`src/sv/ard_pkg.sv`:
```
// Shared types and constants for the ARM relocation addend decoder.
// Relocation type codes, status codes, field widths and the decode result struct.
`timescale 1ns / 1ps

package ard_pkg;

    localparam int TYPE_W   = 8;
    localparam int ADDR_W   = 32;
    localparam int WORD_W   = 32;
    localparam int SIDX_W   = 16;
    localparam int SCNT_W   = 17;
    localparam int STATUS_W = 3;
    localparam int CFG_IDX_W = 2;

    localparam int S_TDATA_W = 120;
    localparam int M_TDATA_W = 80;

    // ELF ARM relocation type numbers
    localparam logic [TYPE_W-1:0] T_NONE       = 8'd0;
    localparam logic [TYPE_W-1:0] T_ABS32      = 8'd2;
    localparam logic [TYPE_W-1:0] T_REL32      = 8'd3;
    localparam logic [TYPE_W-1:0] T_THM_CALL   = 8'd10;
    localparam logic [TYPE_W-1:0] T_CALL       = 8'd28;
    localparam logic [TYPE_W-1:0] T_JUMP24     = 8'd29;
    localparam logic [TYPE_W-1:0] T_THM_JUMP24 = 8'd30;
    localparam logic [TYPE_W-1:0] T_TARGET1    = 8'd38;
    localparam logic [TYPE_W-1:0] T_V4BX       = 8'd40;
    localparam logic [TYPE_W-1:0] T_TARGET2    = 8'd41;
    localparam logic [TYPE_W-1:0] T_PREL31     = 8'd42;
    localparam logic [TYPE_W-1:0] T_MOVW       = 8'd43;
    localparam logic [TYPE_W-1:0] T_MOVT       = 8'd44;
    localparam logic [TYPE_W-1:0] T_THM_MOVW   = 8'd47;
    localparam logic [TYPE_W-1:0] T_THM_MOVT   = 8'd48;
    localparam logic [TYPE_W-1:0] T_THM_PC11   = 8'd102;

    // configuration register indexes
    localparam logic [CFG_IDX_W-1:0] CFG_TEXT_BASE    = 2'd0;
    localparam logic [CFG_IDX_W-1:0] CFG_TEXT_SIZE    = 2'd1;
    localparam logic [CFG_IDX_W-1:0] CFG_SYMBOL_COUNT = 2'd2;

    localparam logic [WORD_W-1:0] MASK_MOVT     = 32'hFFFF_0000;
    localparam logic [WORD_W-1:0] MASK_MOVW     = 32'h0000_FFFF;
    localparam logic [WORD_W-1:0] MASK_THM_CALL = 32'hFFFF_FFFE;
    localparam logic [WORD_W-1:0] MASK_FULL     = 32'hFFFF_FFFF;

    typedef enum logic [STATUS_W-1:0] {
        ST_APPLIED = 3'd0,
        ST_IGNORED = 3'd1,
        ST_OUTSIDE = 3'd2,
        ST_INVALID = 3'd3,
        ST_BADSYM  = 3'd4
    } status_t;

    // decode stage result, handed to the addend stage
    typedef struct packed {
        status_t             status;
        logic [TYPE_W-1:0]   final_type;
        logic [WORD_W-1:0]   target;
        logic [WORD_W-1:0]   sym_masked;
    } dec_t;

endpackage

```
`src/sv/arm_relocation_addend_decoder.sv`:
```
// ARM ELF REL relocation addend decoder, top level.
// Pipeline: an input transfer passes the input, decode and result registers to m_tdata.
// Throughput: one entry per cycle while m_tready does not stall the pipe; the decode stage
//   (type decode and one 32-bit add) and the addend stage (one 32-bit subtract and range check) set it.
// Reset: aresetn synchronous active low; clears stage valids and config registers.
// Depends on ard_pkg and ard_decode.
`timescale 1ns / 1ps

module arm_relocation_addend_decoder
    import ard_pkg::*;
(
    input  logic                  aclk,
    input  logic                  aresetn,
    // configuration write port
    input  logic                  cfg_we,
    input  logic [CFG_IDX_W-1:0]  cfg_index,
    input  logic [WORD_W-1:0]     cfg_wdata,
    // input entries
    input  logic                  s_tvalid,
    output logic                  s_tready,
    // s_tdata, low bit up: reloc_type[7:0], place_address[39:8], insn_word[71:40],
    //   symbol_index[87:72], symbol_value[119:88]
    input  logic [S_TDATA_W-1:0]  s_tdata,
    // results
    output logic                  m_tvalid,
    input  logic                  m_tready,
    // m_tdata, low bit up: status[2:0], final_type[10:3], target_value[42:11],
    //   addend_value[74:43], short_addend[75], zero pad[79:76]
    output logic [M_TDATA_W-1:0]  m_tdata
);

    // configuration registers
    logic [ADDR_W-1:0] text_base_reg;
    logic [ADDR_W-1:0] text_size_reg;
    logic [SCNT_W-1:0] symbol_count_reg;

    // pipeline: input register -> decode register -> result register
    logic                  in_valid_reg;
    logic [S_TDATA_W-1:0]  in_data_reg;
    logic                  dec_valid_reg;
    dec_t                  dec_reg;
    dec_t                  dec_next;
    logic                  out_valid_reg;
    logic [M_TDATA_W-1:0]  out_data_reg;
    logic [M_TDATA_W-1:0]  out_data_next;
    logic [WORD_W-1:0]     addend;
    logic                  short_addend;
    logic                  advance;

    // Whole pipe moves together whenever the result slot is free or being drained.
    assign advance  = !out_valid_reg || m_tready;
    assign s_tready = advance;
    assign m_tvalid = out_valid_reg;
    assign m_tdata  = out_data_reg;

    // Config writes; an unused index is dropped.
    always_ff @(posedge aclk) begin
        if (!aresetn) begin
            text_base_reg    <= '0;
            text_size_reg    <= '0;
            symbol_count_reg <= '0;
        end else if (cfg_we) begin
            unique case (cfg_index)
                CFG_TEXT_BASE:    text_base_reg    <= cfg_wdata;
                CFG_TEXT_SIZE:    text_size_reg    <= cfg_wdata;
                CFG_SYMBOL_COUNT: symbol_count_reg <= cfg_wdata[SCNT_W-1:0];
                default: ;
            endcase
        end
    end

    // Stage 1: capture the transfer.
    always_ff @(posedge aclk) begin
        if (!aresetn) begin
            in_valid_reg <= 1'b0;
        end else if (advance) begin
            in_valid_reg <= s_tvalid;
        end
    end

    always_ff @(posedge aclk) begin
        if (advance && s_tvalid) begin
            in_data_reg <= s_tdata;
        end
    end

    // Stage 2: classify and decode the target.
    ard_decode u_decode (
        .reloc_type    (in_data_reg[7:0]),
        .place_address (in_data_reg[39:8]),
        .insn_word     (in_data_reg[71:40]),
        .symbol_index  (in_data_reg[87:72]),
        .symbol_value  (in_data_reg[119:88]),
        .text_base     (text_base_reg),
        .text_size     (text_size_reg),
        .symbol_count  (symbol_count_reg),
        .dec           (dec_next)
    );

    always_ff @(posedge aclk) begin
        if (!aresetn) begin
            dec_valid_reg <= 1'b0;
        end else if (advance) begin
            dec_valid_reg <= in_valid_reg;
        end
    end

    always_ff @(posedge aclk) begin
        if (advance && in_valid_reg) begin
            dec_reg <= dec_next;
        end
    end

    // Stage 3: addend and 16-bit signed range flag. The decode stage zeroed both
    // operands for non-applied entries, so those come out as zero here.
    always_comb begin
        addend        = dec_reg.target - dec_reg.sym_masked;
        short_addend  = (addend[WORD_W-1:15] == '0) || (addend[WORD_W-1:15] == '1);
        if (dec_reg.status != ST_APPLIED) begin
            short_addend = 1'b0;
        end
        out_data_next = {4'b0000, short_addend, addend, dec_reg.target,
                         dec_reg.final_type, dec_reg.status};
    end

    always_ff @(posedge aclk) begin
        if (!aresetn) begin
            out_valid_reg <= 1'b0;
        end else if (advance) begin
            out_valid_reg <= dec_valid_reg;
        end
    end

    // Hold the result while the downstream side stalls.
    always_ff @(posedge aclk) begin
        if (advance && dec_valid_reg) begin
            out_data_reg <= out_data_next;
        end
    end

endmodule

```
`src/sv/ard_decode.sv`:
```
// Combinational decode of one relocation entry: classification and target.
// Depends on ard_pkg.
`timescale 1ns / 1ps

module ard_decode
    import ard_pkg::*;
(
    input  logic [TYPE_W-1:0] reloc_type,
    input  logic [ADDR_W-1:0] place_address,
    input  logic [WORD_W-1:0] insn_word,
    input  logic [SIDX_W-1:0] symbol_index,
    input  logic [WORD_W-1:0] symbol_value,
    input  logic [ADDR_W-1:0] text_base,
    input  logic [ADDR_W-1:0] text_size,
    input  logic [SCNT_W-1:0] symbol_count,
    output dec_t              dec
);

    logic [TYPE_W-1:0] ftype;
    logic [ADDR_W-1:0] offset;
    logic              outside;
    logic              ignored;
    logic              applied_type;
    logic              bad_sym;
    logic              pc_rel;
    logic [WORD_W-1:0] base_val;
    logic [WORD_W-1:0] mask;
    logic [WORD_W-1:0] thm_off;
    logic [15:0]       arm_imm16;
    logic [15:0]       thm_imm16;
    logic              s_bit;
    logic [15:0]       hw_hi;
    logic [15:0]       hw_lo;
    status_t           status;

    always_comb begin
        ftype   = (reloc_type == T_THM_JUMP24) ? T_THM_CALL : reloc_type;
        offset  = place_address - text_base;
        outside = (offset >= text_size);
        ignored = (ftype == T_NONE) || (ftype == T_V4BX) || (ftype == T_THM_PC11);
        bad_sym = ({1'b0, symbol_index} >= symbol_count);
    end

    // Thumb halfwords: first halfword sits in the low bits of the word
    always_comb begin
        hw_hi   = insn_word[15:0];
        hw_lo   = insn_word[31:16];
        s_bit   = hw_hi[10];
        thm_off = {{7{s_bit}}, s_bit, ~(hw_lo[13] ^ s_bit), ~(hw_lo[11] ^ s_bit),
                   hw_hi[9:0], hw_lo[10:0], 1'b0};
        arm_imm16 = {insn_word[19:16], insn_word[11:0]};
        thm_imm16 = {insn_word[3:0], insn_word[10], insn_word[30:28], insn_word[23:16]};
    end

    always_comb begin
        applied_type = 1'b1;
        pc_rel       = 1'b0;
        base_val     = '0;
        mask         = MASK_FULL;
        unique case (ftype) inside
            T_ABS32, T_TARGET1: begin
                base_val = insn_word;
            end
            T_REL32, T_TARGET2: begin
                base_val = insn_word;
                pc_rel   = 1'b1;
            end
            T_PREL31: begin
                base_val = {insn_word[30], insn_word[30:0]};
                pc_rel   = 1'b1;
            end
            T_THM_CALL: begin
                base_val = thm_off;
                pc_rel   = 1'b1;
                mask     = MASK_THM_CALL;
            end
            T_CALL, T_JUMP24: begin
                base_val = {{6{insn_word[23]}}, insn_word[23:0], 2'b00};
                pc_rel   = 1'b1;
            end
            T_MOVW: begin
                base_val = {16'h0000, arm_imm16};
                mask     = MASK_MOVW;
            end
            T_MOVT: begin
                base_val = {arm_imm16, 16'h0000};
                mask     = MASK_MOVT;
            end
            T_THM_MOVW: begin
                base_val = {16'h0000, thm_imm16};
                mask     = MASK_MOVW;
            end
            T_THM_MOVT: begin
                base_val = {thm_imm16, 16'h0000};
                mask     = MASK_MOVT;
            end
            default: begin
                applied_type = 1'b0;
            end
        endcase
    end

    always_comb begin
        if (outside) begin
            status = ST_OUTSIDE;
        end else if (ignored) begin
            status = ST_IGNORED;
        end else if (!applied_type) begin
            status = ST_INVALID;
        end else if (bad_sym) begin
            status = ST_BADSYM;
        end else begin
            status = ST_APPLIED;
        end
    end

    // non-applied entries carry zero target and zero symbol, so the addend is zero too
    always_comb begin
        dec.status     = status;
        dec.final_type = ftype;
        if (status == ST_APPLIED) begin
            dec.target     = base_val + (pc_rel ? place_address : '0);
            dec.sym_masked = symbol_value & mask;
        end else begin
            dec.target     = '0;
            dec.sym_masked = '0;
        end
    end

endmodule

```
`config.mk`:
```
export PLATFORM = sky130hd
export DESIGN_NAME = arm_relocation_addend_decoder
export DESIGN_NICKNAME = d
export VERILOG_FILES = /design/src/sv/ard_pkg.sv /design/src/sv/arm_relocation_addend_decoder.sv /design/src/sv/ard_decode.sv
export SDC_FILE = /design/constraint.sdc
export NUM_CORES = 1
export LEC_CHECK = 0
export ABC_AREA = 1
export BUFFER_PORTS_ARGS = -buffer_cell sky130_fd_sc_hd__buf_2
export CORE_ASPECT_RATIO = 0.75
export CORE_MARGIN = 2
export CORE_UTILIZATION = 32
export CTS_CLUSTER_SIZE = 25
export DETAILED_ROUTE_END_ITERATION = 8
export PLACE_DENSITY = 0.59
export SLEW_MARGIN = 40
export SYNTH_ARGS = -nofsm -noshare
export SYNTH_HDL_FRONTEND = slang
export SYNTH_SLANG_ARGS = --single-unit
```
`constraint.sdc`:
```
create_clock -name aclk -period 5.1 [get_ports aclk]
set_input_delay 0.51 -clock aclk [delete_from_list [all_inputs] [get_ports aclk]]
set_output_delay 0.51 -clock aclk [all_outputs]
set_load 0.1 [all_outputs]
```
# [Yosys cells after proc, flatten, opt, wreduce, memory -nomap -nowiden]
# Index checks and enable logic that the tools add are counted.
[totals] regBits=355 input_bits=159 output_inout_bits=82 word_cells=73
[op_classes] add_sub_neg=3 n_lt_le_gt_ge=2 eq_ne=18 n_mux=10 bitwise=5 reduce_logical=22
[ops] operator="32-bit one-hot mux with 8 select lines" count=1
[ops] operator="32-bit one-hot mux with 3 select lines" count=1
[ops] operator="8-bit by 6-bit equality test with 1-bit output, second input constant" count=8
[ops] operator="32-bit subtractor" count=2
[ops] operator="32-bit adder" count=1
[ops] operator="32-bit bitwise AND" count=1
[ops] operator="32-bit greater-or-equal comparator" count=1
[ops] operator="32-bit two-way mux" count=1
[ops] operator="8-bit by 5-bit equality test with 1-bit output, second input constant" count=3
[ops] operator="17-bit equality test, second input constant" count=1
[ops] operator="16-bit by 17-bit greater-or-equal comparator with 1-bit output" count=1
[ops] operator="17-bit logical NOT" count=1
[ops] operator="8-bit by 2-bit equality test with 1-bit output, second input constant" count=2
[ops] operator="3-bit two-way mux" count=4
[ops] operator="12-bit OR reduction" count=1
[ops] operator="8-bit by 4-bit equality test with 1-bit output, second input constant" count=1
[ops] operator="8-bit by 7-bit equality test with 1-bit output, second input constant" count=1
[ops] operator="8-bit logical NOT" count=1
[ops] operator="8-bit two-way mux" count=1
[ops] operator="2-bit AND reduction" count=3
[ops] operator="2-bit OR reduction" count=3
[ops] operator="6-bit OR reduction" count=1
[ops] operator="1-bit logical OR" count=4
[ops] operator="4-bit OR reduction" count=1
[ops] operator="10 further kinds" count=15

# [Depth between registers and ports, before layout]
# Gate-level depths: netlist (run 1).
[depth] word_depth=9 ltp_mapped=29 ltp_nobuf=27

# [Hierarchy]
# Synthesis (run 1) repeated with hierarchy kept, for this count alone.
[hier_totals] cells_unflattened=2525 hier_area_um2=20992.6
[by_module_without_submodules] module="arm_relocation_addend_decoder" instances=1 cells_each=1244 area_each_um2=13885.8 seq_area_each_um2=9819.4
[by_module_without_submodules] module="ard_decode" instances=1 cells_each=1281 area_each_um2=7106.8 seq_area_each_um2=0.0

# [Worst setup path before layout (run 1)]
# No wires, ideal clock.
[synth_timing] path_type="reg-to-reg" start="reg out_valid_reg, in the netlist m_tvalid" end="reg out_data_reg[0], in the netlist m_tdata[0], enable pin" setup_time_ps=510 arrival_time_ps=4024 required_ps=4590 setup_slack_ps=565 stages_incl_launch_ff=4 path_buffers=0 synth_period_minus_slack_ps=4535 path_cell_list="dfxtp_1 > inv_1 > nor2_1 > nor2_1"
[synth_via] elab_chain_cells=3
[synth_lines] item="start: declaration" line_no="arm_relocation_addend_decoder.sv:43" text="logic out_valid_reg;"
[synth_lines] item="start signal: assignment" line_no="arm_relocation_addend_decoder.sv:130" text="out_valid_reg <= dec_valid_reg;"
[synth_lines] item="1-bit logical NOT" line_no="arm_relocation_addend_decoder.sv:51" text="assign advance = !out_valid_reg || m_tready;"
[synth_lines] item="1-bit logical OR" line_no="arm_relocation_addend_decoder.sv:51"
[synth_lines] item="1-bit logical AND" line_no="arm_relocation_addend_decoder.sv:136" text="if (advance && dec_valid_reg) begin"
[synth_lines] item="end signal: assignment" line_no="arm_relocation_addend_decoder.sv:137" text="out_data_reg <= out_data_next;"
[synth_lines] item="end: declaration" line_no="arm_relocation_addend_decoder.sv:44" text="logic [M_TDATA_W-1:0] out_data_reg;"
# Every way passes these cells.
# A chain may end at the register's enable or synchronous reset.

# [Worst setup path after layout (run 1)]
[layout_timing] start="reg in_data_reg[8]" end="reg dec_reg[6] in the netlist's numbering, data pin"
[layout_via] elab_chain_cells=4
[layout_lines] item="start: declaration" line_no="arm_relocation_addend_decoder.sv:39" text="logic [S_TDATA_W-1:0] in_data_reg;"
[layout_lines] item="start signal: assignment" line_no="arm_relocation_addend_decoder.sv:83" text="in_data_reg <= s_tdata;"
[layout_lines] item="32-bit subtractor" line_no="ard_decode.sv:38" text="offset = place_address - text_base;"
[layout_lines] item="32-bit greater-or-equal comparator" line_no="ard_decode.sv:39" text="outside = (offset >= text_size);"
[layout_lines] item="3-bit two-way mux" line_no="ard_decode.sv:104" text="if (outside) begin"
[layout_lines] item="3-bit logical NOT" line_no="ard_decode.sv:121" text="if (status == ST_APPLIED) begin"
[layout_lines] item="end signal: assignment" line_no="arm_relocation_addend_decoder.sv:110" text="dec_reg <= dec_next;"
[layout_lines] item="end: declaration" line_no="arm_relocation_addend_decoder.sv:41" text="dec_t dec_reg;"
# Every way passes these cells.

==> results.sh, run 1 <==
export IMPL_timing_hold_worst_path_depth=1
export IMPL_layout_drive_gt1_share_pct=13.5
export IMPL_fp_dieArea_um2=65800
export IMPL_dr_first_iter_drc_count=1551
export IMPL_drv_cap=0
export IMPL_placedCellCount=3487
export IMPL_floorplan_rows=80
export IMPL_cts_made_buffers=39
export IMPL_clkTransAtPathRegs_ns=0.07
export IMPL_floorplan_core_area_um2=63300
export IMPL_finalClockSkew_ns=0.0300
export IMPL_critical_path_endpoint_type="flop"
export IMPL_via_count_of_the_first_global_routing_pass=16200
export IMPL_timing_max_slew_rel_slack_pct=51.2
export IMPL_path_class="reg -> reg"
export IMPL_start_util_pct=32.2
export IMPL_synth_edf_count=271
export IMPL_ctsRootBufferMaster="sky130_fd_sc_hd__clkbuf_16"
export IMPL_timing_final_crit_share_pct=89.7
export IMPL_port_buffer_count=236
export IMPL_r2r_worst_path_depth=26
export IMPL_largest_register_ff_count=120
export IMPL_cts_sinks=355
export IMPL_final_antenna_net_count=0
export IMPL_final_net_count=2970
export IMPL_global_route_usage_total_pct=18.9
export IMPL_routed_wl_um=61200
export IMPL_post_route_drc_count=0
export IMPL_clk_path_buf_depth=3
export IMPL_fillers=6608
export IMPL_antenna_found_initial=5
export IMPL_finalCriticalPeriod_ns=4.57
export IMPL_ctsHtreeMaxLevel=2
export IMPL_post_synth_instance_area_um2=20400
export IMPL_wl_per_cell_um=17.2
export IMPL_clock_insertion_delay_worst_skew_ns=0.58
export IMPL_globalplace_congestion=0.944
export IMPL_timing_final_max_slew_violations=0
export IMPL_critical_path_max_fanout=35
export IMPL_globalRoute_totalOverflow=0
export IMPL_timing_critical_path_slowest_stage_cell="sky130_fd_sc_hd__fa_1"
export IMPL_synth_sequential_area_ratio_pct=48.2
export IMPL_min_path_type="in -> reg"
export IMPL_critPathMostFrequentCell="sky130_fd_sc_hd__nand2_1"
export IMPL_ir_worst_vdd_mv=0.198
export IMPL_worstSetupStartpointType="flop"
export IMPL_die_width_um=295
export IMPL_required_time_reported_for_the_critical_path_endpoint_ns=5.41
export IMPL_async_reset_ff_share_pct=0
export IMPL_multi_input_comb_area_um2=8810
export IMPL_cts_tree="yes"
export IMPL_worst_slew_pin_transition_ns=0.723
export IMPL_yosys_most_used_dff="sky130_fd_sc_hd__edfxtp_1"
export IMPL_post_layout_nonfiller_instances=3563
export IMPL_die_h_um=223
export IMPL_vias_per_cell=4.73
export IMPL_fmaxAchievable_mhz=219
export IMPL_place_hpwl_um=49100
export IMPL_area_sequential_um2=9820
export IMPL_layout_area_overhead_vs_synth_pct=17.7
export IMPL_post_cts_repair_resize_count=0
export IMPL_syn_instance_count=2415
export IMPL_result_of_the_run="finished, final reports clean"
export IMPL_post_cts_repair_setup_buffers=0
export IMPL_drt_first_pass_iters=5
export IMPL_hold_violations=0
export IMPL_synth_ff_latch_count=355
export IMPL_avg_synthesized_cell_area_um2=8.44
export IMPL_pin_count=241
export IMPL_p_leak_nw=10.7
export IMPL_power_density_nw_per_um2=305
export IMPL_cp_data_arrival_time_ns=4.88
export IMPL_rsz0062_at_grt="false"
export IMPL_delay_contributed_by_the_slowest_stage_of_the_critical_path_ns=0.39
export IMPL_cts_hold_fix_buffers=0
export IMPL_global_route_wire_length_before_repair_um=95200
export IMPL_synth_yosys_warnings=0
export IMPL_setup_violations_final=0
export IMPL_setup_total_negative_slack_ns=0
export IMPL_synth_distinct_cells=48
export IMPL_via_count=16800
export IMPL_largest_net_degree_at_the_start_of_global_routing=83
-- cell families after synthesis --
logic type                 count (synthesis)  share of synthesized area (%)
and+or+nand+nor                          947                           19.5
buffers and inverters                    469                           8.83
AOI/OAI and AO/OA                        440                           12.0
DFF                                      355                           48.2
adders and majority gates                144                           8.95
xor gates and xnor gates                  59                           2.53
other                                      1                         0.0184
-- stage by stage --
stage | util, % | hold slack [ns] | power, mW | setup WS, ns | cell area [µm²]
after floorplan | - | 0.400 | 4.13 | 0.565 | 20400
after global placement | 35.8 | 0.405 | 4.48 | 0.393 | 22600
after detailed placement | 35.8 | 0.411 | 4.48 | 0.293 | 22700
after CTS | 37.9 | 0.0655 | 7.39 | 0.247 | 24000
after global routing | 37.9 | 0.0739 | 7.66 | 0.141 | 24000
final | 37.9 | 0.102 | 7.31 | 0.527 | 24000
-- critical path, delay by kind of cell (launching register included) --
kind / cells / cell delay [ns]
AOI/OAI and AO/OA: 4 / 0.85
and+or+nand+nor: 12 / 1.45
buffers and inverters: 6 / 0.69
xor gates and xnor gates: 1 / 0.14
DFF: 1 / 0.35
adders and majority gates: 3 / 0.79
-- Yosys cell counts (3+ instances only) --
library cell	count	area, µm²
sky130_fd_sc_hd__nor3_1	21	105
sky130_fd_sc_hd__inv_1	414	1550
sky130_fd_sc_hd__buf_2	5	25.0
sky130_fd_sc_hd__and2_1	7	43.8
sky130_fd_sc_hd__o21ai_0	134	671
sky130_fd_sc_hd__o21bai_1	9	67.6
sky130_fd_sc_hd__a21o_1	10	75.1
sky130_fd_sc_hd__o211ai_1	13	97.6
sky130_fd_sc_hd__xor2_1	46	403
sky130_fd_sc_hd__nand3b_1	4	30.0
sky130_fd_sc_hd__o2111ai_1	4	35.0
sky130_fd_sc_hd__ha_1	141	1760
sky130_fd_sc_hd__fa_1	3	60.1
sky130_fd_sc_hd__or2_2	6	37.5
sky130_fd_sc_hd__o31ai_1	3	22.5
sky130_fd_sc_hd__nor2_4	12	135
sky130_fd_sc_hd__a221oi_1	5	43.8
sky130_fd_sc_hd__o21a_1	9	67.6
sky130_fd_sc_hd__a21boi_0	4	30.0
sky130_fd_sc_hd__edfxtp_1	271	8140
sky130_fd_sc_hd__nand4_1	27	169
sky130_fd_sc_hd__buf_4	5	37.5
sky130_fd_sc_hd__nand2_1	531	1990
sky130_fd_sc_hd__inv_2	4	15.0
sky130_fd_sc_hd__nor4_1	6	37.5
sky130_fd_sc_hd__nor2_1	225	845
sky130_fd_sc_hd__nand3_1	96	480
sky130_fd_sc_hd__a22oi_1	21	158
sky130_fd_sc_hd__dfxtp_1	84	1680
sky130_fd_sc_hd__xnor2_1	13	114
sky130_fd_sc_hd__a31oi_1	11	68.8
sky130_fd_sc_hd__o221ai_1	3	26.3
sky130_fd_sc_hd__a21oi_1	209	1050
sky130_fd_sc_hd__clkbuf_1	37	139
-- power breakdown --
part	total (mW)	internal, mW	switching [mW]
clock network	2.88	1.68	1.21
logic	1.10	0.342	0.759
registers	3.33	3.25	0.0736
-- final cells by class --
| type | instances | share of cell area, % |
|---|---|---|
| inverters | 418 | 6.55 |
| repair buffers | 259 | 5.78 |
| well taps | 861 | 4.49 |
| clock inverters | 24 | 0.949 |
| clock buffers | 48 | 4.51 |
| diodes | 4 | 0.0417 |
| flip-flops and latches | 355 | 40.9 |
| multi-input cells | 1594 | 36.7 |
-- layout by cell type, fill, tap and decap left out, drive strengths merged, types with 6 or more instances in the layout --
master  instances
o211ai         13
inv           420
nor4            6
and2            8
buf           259
o21bai          9
o21ai         134
dfxtp          84
edfxtp        271
clkbuf         48
clkinv         17
a21oi         211
ha            141
nand2         533
a22oi          21
xnor2          13
nand3          97
a21o           10
o21a            9
nor3           22
or2             6
xor2           46
nor2          239
a31oi          11
nand4          28
-- final timing paths --
check                                              start  slack, ns                         to
worst max register to register  in_data_reg[8]$_DFFE_PP_       0.53   dec_reg[6]$_SDFFCE_PP0P_
worst min-delay path                         s_tdata[76]       0.10  in_data_reg[76]$_DFFE_PP_
worst max-delay path            in_data_reg[8]$_DFFE_PP_       0.53   dec_reg[6]$_SDFFCE_PP0P_
worst min register to register     dec_reg[70]$_DFFE_PP_       0.42       m_tdata[9]$_DFFE_PP_
-- routing by layer --
layer	up-vias	share of wire, %	track usage (%)
met5	-	0.021	0
met4	2	1.8	4.45
met3	69	7.9	3.81
met2	540	41	27.5
met1	7718	49	28.3
li1	8519	-	-
(Power assumes the default switching activity.)
==> run 2, diff against run 1 <==
- HOLD_SLACK_MARGIN: not set -> 0.02
- clock period: 5.1 -> 5.3 ns (I/O delays scaled with it)
==> results.sh, run 2 (synthesized netlist as in run 1, its figures left out) <==
export IMPL_final_net_count=2965
export IMPL_hold_path_endpoint="in_data_reg[75]$_DFFE_PP_"
export IMPL_layout_cells_most_common="sky130_fd_sc_hd__nand2_1"
export IMPL_result_of_the_run="finished, final reports clean"
export IMPL_setup_total_negative_slack_ns=0
export IMPL_clkTransAtPathRegs_ns=0.06
export IMPL_ctsHtreeMaxLevel=2
export IMPL_routed_wl_um=61200
export IMPL_cts_hold_fix_buffers=0
export IMPL_hold_path_startpoint="s_tdata[75]"
export IMPL_post_cts_repair_resize_count=0
export IMPL_min_path_type="in -> reg"
export IMPL_antenna_found_initial=7
export IMPL_place_hpwl_um=48900
export IMPL_required_time_reported_for_the_critical_path_endpoint_ns=5.60
export IMPL_critical_path_endpoint_type="flop"
export IMPL_drt_first_pass_iters=6
export IMPL_post_cts_repair_setup_buffers=0
export IMPL_place_area_um2=22600
export IMPL_globalRoute_totalOverflow=0
export IMPL_die_width_um=295
export IMPL_pin_count=241
export IMPL_regToRegSetupSlack_ns=0.45
export IMPL_crit_chain="inv_2, nor3_4, nand2_1, nand2_1, nand4_1, inv_1, nor2_1, nand2_1, nand2_1, o21ai_0, ha_1, inv_1, fa_1, inv_1, nand3_1, nand2_1, a21oi_1, o21ai_0, nand4_1, nand2_1, nand3_1, a21oi_1, nor2_1"
export IMPL_critical_path_max_fanout=12
export IMPL_final_cell_area_um2=23900
export IMPL_fmaxAchievable_mhz=206
export IMPL_global_route_wire_length_before_repair_um=93300
export IMPL_crit_reg2reg_launch="in_data_reg[3]$_DFFE_PP_"
export IMPL_cp_data_arrival_time_ns=5.14
export IMPL_start_util_pct=32.2
export IMPL_via_count_of_the_first_global_routing_pass=15900
export IMPL_clk_path_buf_depth=3
export IMPL_setup_violations_final=0
export IMPL_timing_hold_worst_path_depth=1
export IMPL_cts_tree="yes"
export IMPL_finalClockSkew_ns=0.0319
export IMPL_cts_sinks=355
export IMPL_vias_per_cell=4.76
export IMPL_r2r_worst_path_depth=23
export IMPL_dr_first_iter_drc_count=1539
export IMPL_wl_per_cell_um=17.2
export IMPL_rsz0062_at_grt="false"
export IMPL_cts_made_buffers=39
export IMPL_power_density_nw_per_um2=293
export IMPL_worstSetupStartpointType="flop"
export IMPL_ctsRootBufferMaster="sky130_fd_sc_hd__clkbuf_16"
export IMPL_p_leak_nw=10.7
export IMPL_placedCellCount=3482
export IMPL_layout_area_overhead_vs_synth_pct=17.3
export IMPL_terminus_of_the_critical_flop_to_flop_path="dec_reg[60]$_SDFFCE_PP0P_"
export IMPL_via_count=16900
export IMPL_timing_final_crit_share_pct=91.4
export IMPL_clock_insertion_delay_worst_skew_ns=0.57
export IMPL_fp_dieArea_um2=65800
export IMPL_drv_cap=0
export IMPL_hold_violations=0
export IMPL_finalCriticalPeriod_ns=4.85
export IMPL_post_route_drc_count=0
export IMPL_floorplan_rows=80
export IMPL_global_route_usage_total_pct=18.6
export IMPL_die_h_um=223
export IMPL_largest_net_degree_at_the_start_of_global_routing=83
export IMPL_critPathMostFrequentCell="sky130_fd_sc_hd__nand2_1"
export IMPL_globalplace_congestion=0.956
export IMPL_path_class="reg -> reg"
export IMPL_largest_register_ff_count=120
export IMPL_layout_cells_most_common_list="sky130_fd_sc_hd__nand2_1 (531), sky130_fd_sc_hd__inv_1 (412), sky130_fd_sc_hd__edfxtp_1 (271)"
export IMPL_delay_contributed_by_the_slowest_stage_of_the_critical_path_ns=0.60
export IMPL_ir_worst_vdd_mv=0.184
export IMPL_timing_final_max_slew_violations=0
export IMPL_layout_drive_gt1_share_pct=13.0
export IMPL_timing_max_slew_rel_slack_pct=42.1
export IMPL_worst_slew_pin_transition_ns=0.865
export IMPL_floorplan_core_area_um2=63300
export IMPL_port_buffer_count=236
export IMPL_final_antenna_net_count=0
export IMPL_post_layout_nonfiller_instances=3557
export IMPL_timing_critical_path_slowest_stage_cell="sky130_fd_sc_hd__edfxtp_1"
## run 2: cell count changes in the layout (fill, tap and decap cells not counted), moves of 2 or more
cell,delta
sky130_fd_sc_hd__clkinv_2,-6
sky130_fd_sc_hd__buf_4,-5
sky130_fd_sc_hd__clkinv_1,+4
sky130_fd_sc_hd__buf_6,+2
sky130_fd_sc_hd__clkbuf_8,-2
sky130_fd_sc_hd__clkbuf_1,+4
## run 2: metrics by stage
| stage | hold WS (ns) | worst slack (ns) | utilization, % | power (mW) |
|---|---|---|---|---|
| after floorplan | 0.400 | 0.765 | - | 3.98 |
| after global placement | 0.401 | 0.682 | 35.7 | 4.31 |
| after detailed placement | 0.407 | 0.594 | 35.7 | 4.31 |
| after CTS | 0.101 | 0.554 | 37.8 | 7.08 |
| after global routing | 0.105 | 0.0525 | 37.8 | 7.34 |
| final | 0.129 | 0.454 | 37.8 | 7.01 |
## run 2: report_power, final
| group | total, mW | internal (mW) | switching [mW] |
|---|---|---|---|
| registers | 3.21 | 3.13 | 0.0750 |
| logic | 1.06 | 0.326 | 0.730 |
| clock network | 2.75 | 1.61 | 1.14 |
## run 2: layer usage
layer / track usage (%) / part of all wire (%) / vias up
met4: 4.90 / 2.1 / 8
met5: 0.370 / 0.12 / -
met2: 26.6 / 40 / 546
met3: 4.54 / 8.8 / 78
li1: - / - / 8497
met1: 27.7 / 49 / 7789
## run 2: worst max path at each step
stage / startpoint / end / slack [ns] / cells after the start
3_5_place_dp: in_data_reg[8]$_DFFE_PP_ / dec_reg[2]$_SDFFCE_PP0P_ / 0.59 / 23
3_3_place_gp: in_data_reg[8]$_DFFE_PP_ / dec_reg[55]$_SDFFCE_PP0P_ / 0.68 / 24
4_1_cts: in_data_reg[8]$_DFFE_PP_ / dec_reg[2]$_SDFFCE_PP0P_ / 0.55 / 23
6_report: in_data_reg[3]$_DFFE_PP_ / dec_reg[60]$_SDFFCE_PP0P_ / 0.45 / 23
5_1_grt: in_data_reg[0]$_DFFE_PP_ / dec_reg[60]$_SDFFCE_PP0P_ / 0.05 / 24
2_1_floorplan: m_tvalid$_SDFFE_PN0N_ / m_tdata[0]$_DFFE_PP_ / 0.77 / 3
## run 2: area by class of cell
class | instances | area, µm²
well taps | 861 | 1080
multi-input cells | 1594 | 8810
repair buffers | 254 | 1340
fillers | 6624 | 39400
flip-flops and latches | 355 | 9820
inverters | 418 | 1570
clock inverters | 23 | 241
diodes | 3 | 7.51
clock buffers | 49 | 1040
## run 2: worst max-delay path, delay by kind of cell, from the launching register on
family,cells,cell delay [ns]
fa+ha+maj,2,0.65
buf+inv,4,0.37
simple gates,13,2.12
flops,1,0.60
compound gates,4,0.82
==> run 3, diff against run 2 <==
- ABC_AREA: 1 -> not set
- CAP_MARGIN: not set -> 30
==> results.sh, run 3 <==
export IMPL_result_of_the_run="finished, violations left"
export IMPL_violations="DRC"
export IMPL_finalCriticalPeriod_ns=4.93
export IMPL_synth_xor_xnor_area_share_pct=3.69
export IMPL_post_cts_repair_resize_count=0
export IMPL_setup_total_negative_slack_ns=0
export IMPL_compound_gate_portion_of_the_synthesized_area_pct=15.8
export IMPL_pin_count=241
export IMPL_critical_path_endpoint_type="flop"
export IMPL_layout_drive_gt1_share_pct=17.3
export IMPL_globalplace_congestion=0.870
export IMPL_p_leak_nw=8.98
export IMPL_pre_cts_ws_ns=0.0623
export IMPL_final_setup_worst_slack_ns=0.375
export IMPL_synth_cells_most_frequent="sky130_fd_sc_hd__nand2_1 (279), sky130_fd_sc_hd__edfxtp_1 (271), sky130_fd_sc_hd__ha_1 (141), sky130_fd_sc_hd__inv_1 (137), sky130_fd_sc_hd__nor2_1 (94)"
export IMPL_vias_per_cell=4.98
export IMPL_floorplan_core_area_um2=58800
export IMPL_critical_path_max_fanout=28
export IMPL_antenna_found_initial=0
export IMPL_critical_path_endpoint="dec_reg[60]$_SDFFCE_PP0P_"
export IMPL_layout_cells_most_common="sky130_fd_sc_hd__nand2_1"
export IMPL_timing_max_slew_rel_slack_pct=43.8
export IMPL_setup_violations_final=0
export IMPL_ctsHtreeMaxLevel=2
export IMPL_most_numerous_cell_in_the_yosys_netlist="sky130_fd_sc_hd__nand2_1"
export IMPL_cts_made_buffers=39
export IMPL_area_sequential_um2=9820
export IMPL_cts_sinks=355
export IMPL_clock_insertion_delay_worst_skew_ns=0.56
export IMPL_final_antenna_net_count=0
export IMPL_synth_edf_count=271
export IMPL_floorplan_rows=77
export IMPL_placedCellCount=2792
export IMPL_die_h_um=215
export IMPL_drv_cap=0
export IMPL_antenna_cells=0
export IMPL_timing_final_crit_share_pct=92.9
export IMPL_r2r_worst_path_depth=24
export IMPL_required_time_reported_for_the_critical_path_endpoint_ns=5.69
export IMPL_yosys_area_top_type_share_pct=42.9
export IMPL_global_route_usage_total_pct=16.9
export IMPL_post_route_drc_count=6
export IMPL_final_net_count=2346
export IMPL_largest_register_ff_count=120
export IMPL_terminus_of_the_critical_flop_to_flop_path="dec_reg[60]$_SDFFCE_PP0P_"
export IMPL_fmaxAchievable_mhz=203
export IMPL_die_width_um=285
export IMPL_worstSetupStartpoint="in_data_reg[8]$_DFFE_PP_"
export IMPL_routed_wl_um=53700
export IMPL_clk_path_buf_depth=3
export IMPL_synth_yosys_warnings=0
export IMPL_port_buffer_count=236
export IMPL_layout_cells_most_common_list="sky130_fd_sc_hd__nand2_1 (279), sky130_fd_sc_hd__edfxtp_1 (271), sky130_fd_sc_hd__buf_2 (236)"
export IMPL_cts_tree="yes"
export IMPL_synth_distinct_cells=77
export IMPL_fillers=5808
export IMPL_layout_area_overhead_vs_synth_pct=18.0
export IMPL_ir_worst_vdd_mv=0.228
export IMPL_fp_dieArea_um2=61300
export IMPL_synth_mux_area_fraction_pct=0
export IMPL_post_layout_nonfiller_instances=2862
export IMPL_dr_first_iter_drc_count=1228
export IMPL_async_reset_ff_share_pct=0
export IMPL_worstSetupStartpointType="flop"
export IMPL_synth_ff_latch_count=355
export IMPL_multi_input_comb_area_um2=8440
export IMPL_synth_top_area_cell="sky130_fd_sc_hd__edfxtp_1"
export IMPL_post_synth_instance_area_um2=19000
export IMPL_avg_synthesized_cell_area_um2=10.5
export IMPL_syn_instance_count=1808
export IMPL_ctsRootBufferMaster="sky130_fd_sc_hd__clkbuf_16"
export IMPL_clkTransAtPathRegs_ns=0.06
export IMPL_wl_per_cell_um=18.8
export IMPL_largest_net_degree_at_the_start_of_global_routing=85
export IMPL_power_density_nw_per_um2=311
export IMPL_place_hpwl_um=41100
export IMPL_dominant_combinational_cell_family_by_area_after_synthesis="compound AO/OA/AOI/OAI gates"
export IMPL_cts_hold_fix_buffers=0
export IMPL_drt_first_pass_iters=9
export IMPL_synth_fa_ha_area_share_pct=9.62
export IMPL_cp_data_arrival_time_ns=5.31
export IMPL_yosys_most_used_dff="sky130_fd_sc_hd__edfxtp_1"
export IMPL_hold_violations=0
export IMPL_regToRegSetupSlack_ns=0.37
export IMPL_min_path_type="in -> reg"
export IMPL_path_class="reg -> reg"
export IMPL_start_util_pct=32.3
export IMPL_synth_sequential_area_ratio_pct=51.8
export IMPL_globalRoute_totalOverflow=0
export IMPL_global_route_wire_length_before_repair_um=80600
export IMPL_crit_reg2reg_launch="in_data_reg[8]$_DFFE_PP_"
export IMPL_timing_final_max_slew_violations=0
export IMPL_post_cts_repair_setup_buffers=0
export IMPL_worst_slew_pin_transition_ns=0.838
export IMPL_post_synthesis_simple_gate_area_fraction_pct=14.9
export IMPL_finalClockSkew_ns=0.0245
export IMPL_via_count=14200
export IMPL_synth_area_top_cells="sky130_fd_sc_hd__edfxtp_1 (43%), sky130_fd_sc_hd__ha_1 (9.3%), sky130_fd_sc_hd__dfxtp_1 (8.9%), sky130_fd_sc_hd__nand2_1 (5.5%), sky130_fd_sc_hd__a21boi_0 (3.5%)"
export IMPL_via_count_of_the_first_global_routing_pass=13700
## run 3: cell types whose count changed in the layout (fill, tap and decap cells not counted), sizes merged, moves of 38 or more
cell    before  now
inv        421  137
a21oi      211   85
nor2       239   95
xnor2       13   51
nand3       97   27
o21ai      134   52
a21boi       4   89
a21o        10   59
nand2      533  279
and3         2   47
## run 3: worst max-delay path, cell delays in order, from the launching register on
cell and delay, ns:
sky130_fd_sc_hd__edfxtp_1 0.38, sky130_fd_sc_hd__inv_1 0.07, sky130_fd_sc_hd__ha_1 0.16, sky130_fd_sc_hd__inv_1 0.06, sky130_fd_sc_hd__fa_1 0.41, sky130_fd_sc_hd__a21oi_2 0.17
sky130_fd_sc_hd__o21ai_0 0.15, sky130_fd_sc_hd__a41o_1 0.32, sky130_fd_sc_hd__o211ai_1 0.23, sky130_fd_sc_hd__o21ai_1 0.13, sky130_fd_sc_hd__o22a_1 0.25, sky130_fd_sc_hd__a21oi_2 0.21
sky130_fd_sc_hd__o21bai_1 0.10, sky130_fd_sc_hd__a21oi_1 0.18, sky130_fd_sc_hd__xnor2_1 0.09, sky130_fd_sc_hd__ha_1 0.18, sky130_fd_sc_hd__a21o_1 0.16, sky130_fd_sc_hd__a21o_1 0.18
sky130_fd_sc_hd__a21oi_2 0.16, sky130_fd_sc_hd__nand2_1 0.11, sky130_fd_sc_hd__a211oi_2 0.29, sky130_fd_sc_hd__o21ai_2 0.14, sky130_fd_sc_hd__or2_1 0.25, sky130_fd_sc_hd__buf_12 0.17
sky130_fd_sc_hd__nor3_1 0.21
## run 3: area by class of cell
type                            instances  area share (%)
Clock buffer                           54            4.89
Clock inverter                         16           0.576
Inverter                              137            2.30
Multi-Input combinational cell       1250            37.7
Sequential cell                       355            43.9
Tap cell                              790            4.42
Timing Repair Buffer                  260            6.25
## run 3: kinds of logic after synthesis
logic type | Yosys count
AOI/OAI and AO/OA | 422
xor gates and xnor gates | 80
adders and majority gates | 144
buffers and inverters | 206
DFF | 355
other | 1
and+or+nand+nor | 600
## run 3: worst min path at each step
stage / from / to / cells after the start
2_1_floorplan: dec_reg[71]$_DFFE_PP_ / m_tdata[10]$_DFFE_PP_ / 0
3_3_place_gp: dec_reg[71]$_DFFE_PP_ / m_tdata[10]$_DFFE_PP_ / 0
3_5_place_dp: dec_reg[65]$_DFFE_PP_ / m_tdata[4]$_DFFE_PP_ / 0
4_1_cts: s_tdata[118] / in_data_reg[118]$_DFFE_PP_ / 1
5_1_grt: s_tdata[119] / in_data_reg[119]$_DFFE_PP_ / 1
6_report: s_tdata[119] / in_data_reg[119]$_DFFE_PP_ / 1
## run 3: metrics by stage
stage,cell area (µm²),power [mW],hold slack [ns],utilization [%]
2_1_floorplan,19000,4.03,0.400,-
3_3_place_gp,21100,4.34,0.413,35.9
3_5_place_dp,21100,4.36,0.413,35.9
4_1_cts,22300,7.04,0.117,38.0
5_1_grt,22400,7.28,0.119,38.1
6_report,22400,6.97,0.151,38.1
## run 3: power by group
| group | internal [mW] | switching, mW | total [mW] |
|---|---|---|---|
| Clock | 1.54 | 1.12 | 2.65 |
| Combinational | 0.376 | 0.694 | 1.07 |
| Sequential | 3.15 | 0.0889 | 3.24 |
| Total | 5.07 | 1.90 | 6.97 |
## run 3: routing by layer
layer  track usage (%)  up-vias  routed length, µm
met3              2.87       63               2980
met5                 0        -                  0
met1              24.4     6743              26000
met2              26.7      472              23800
li1                  -     6969                  -
met4              3.63        0                917
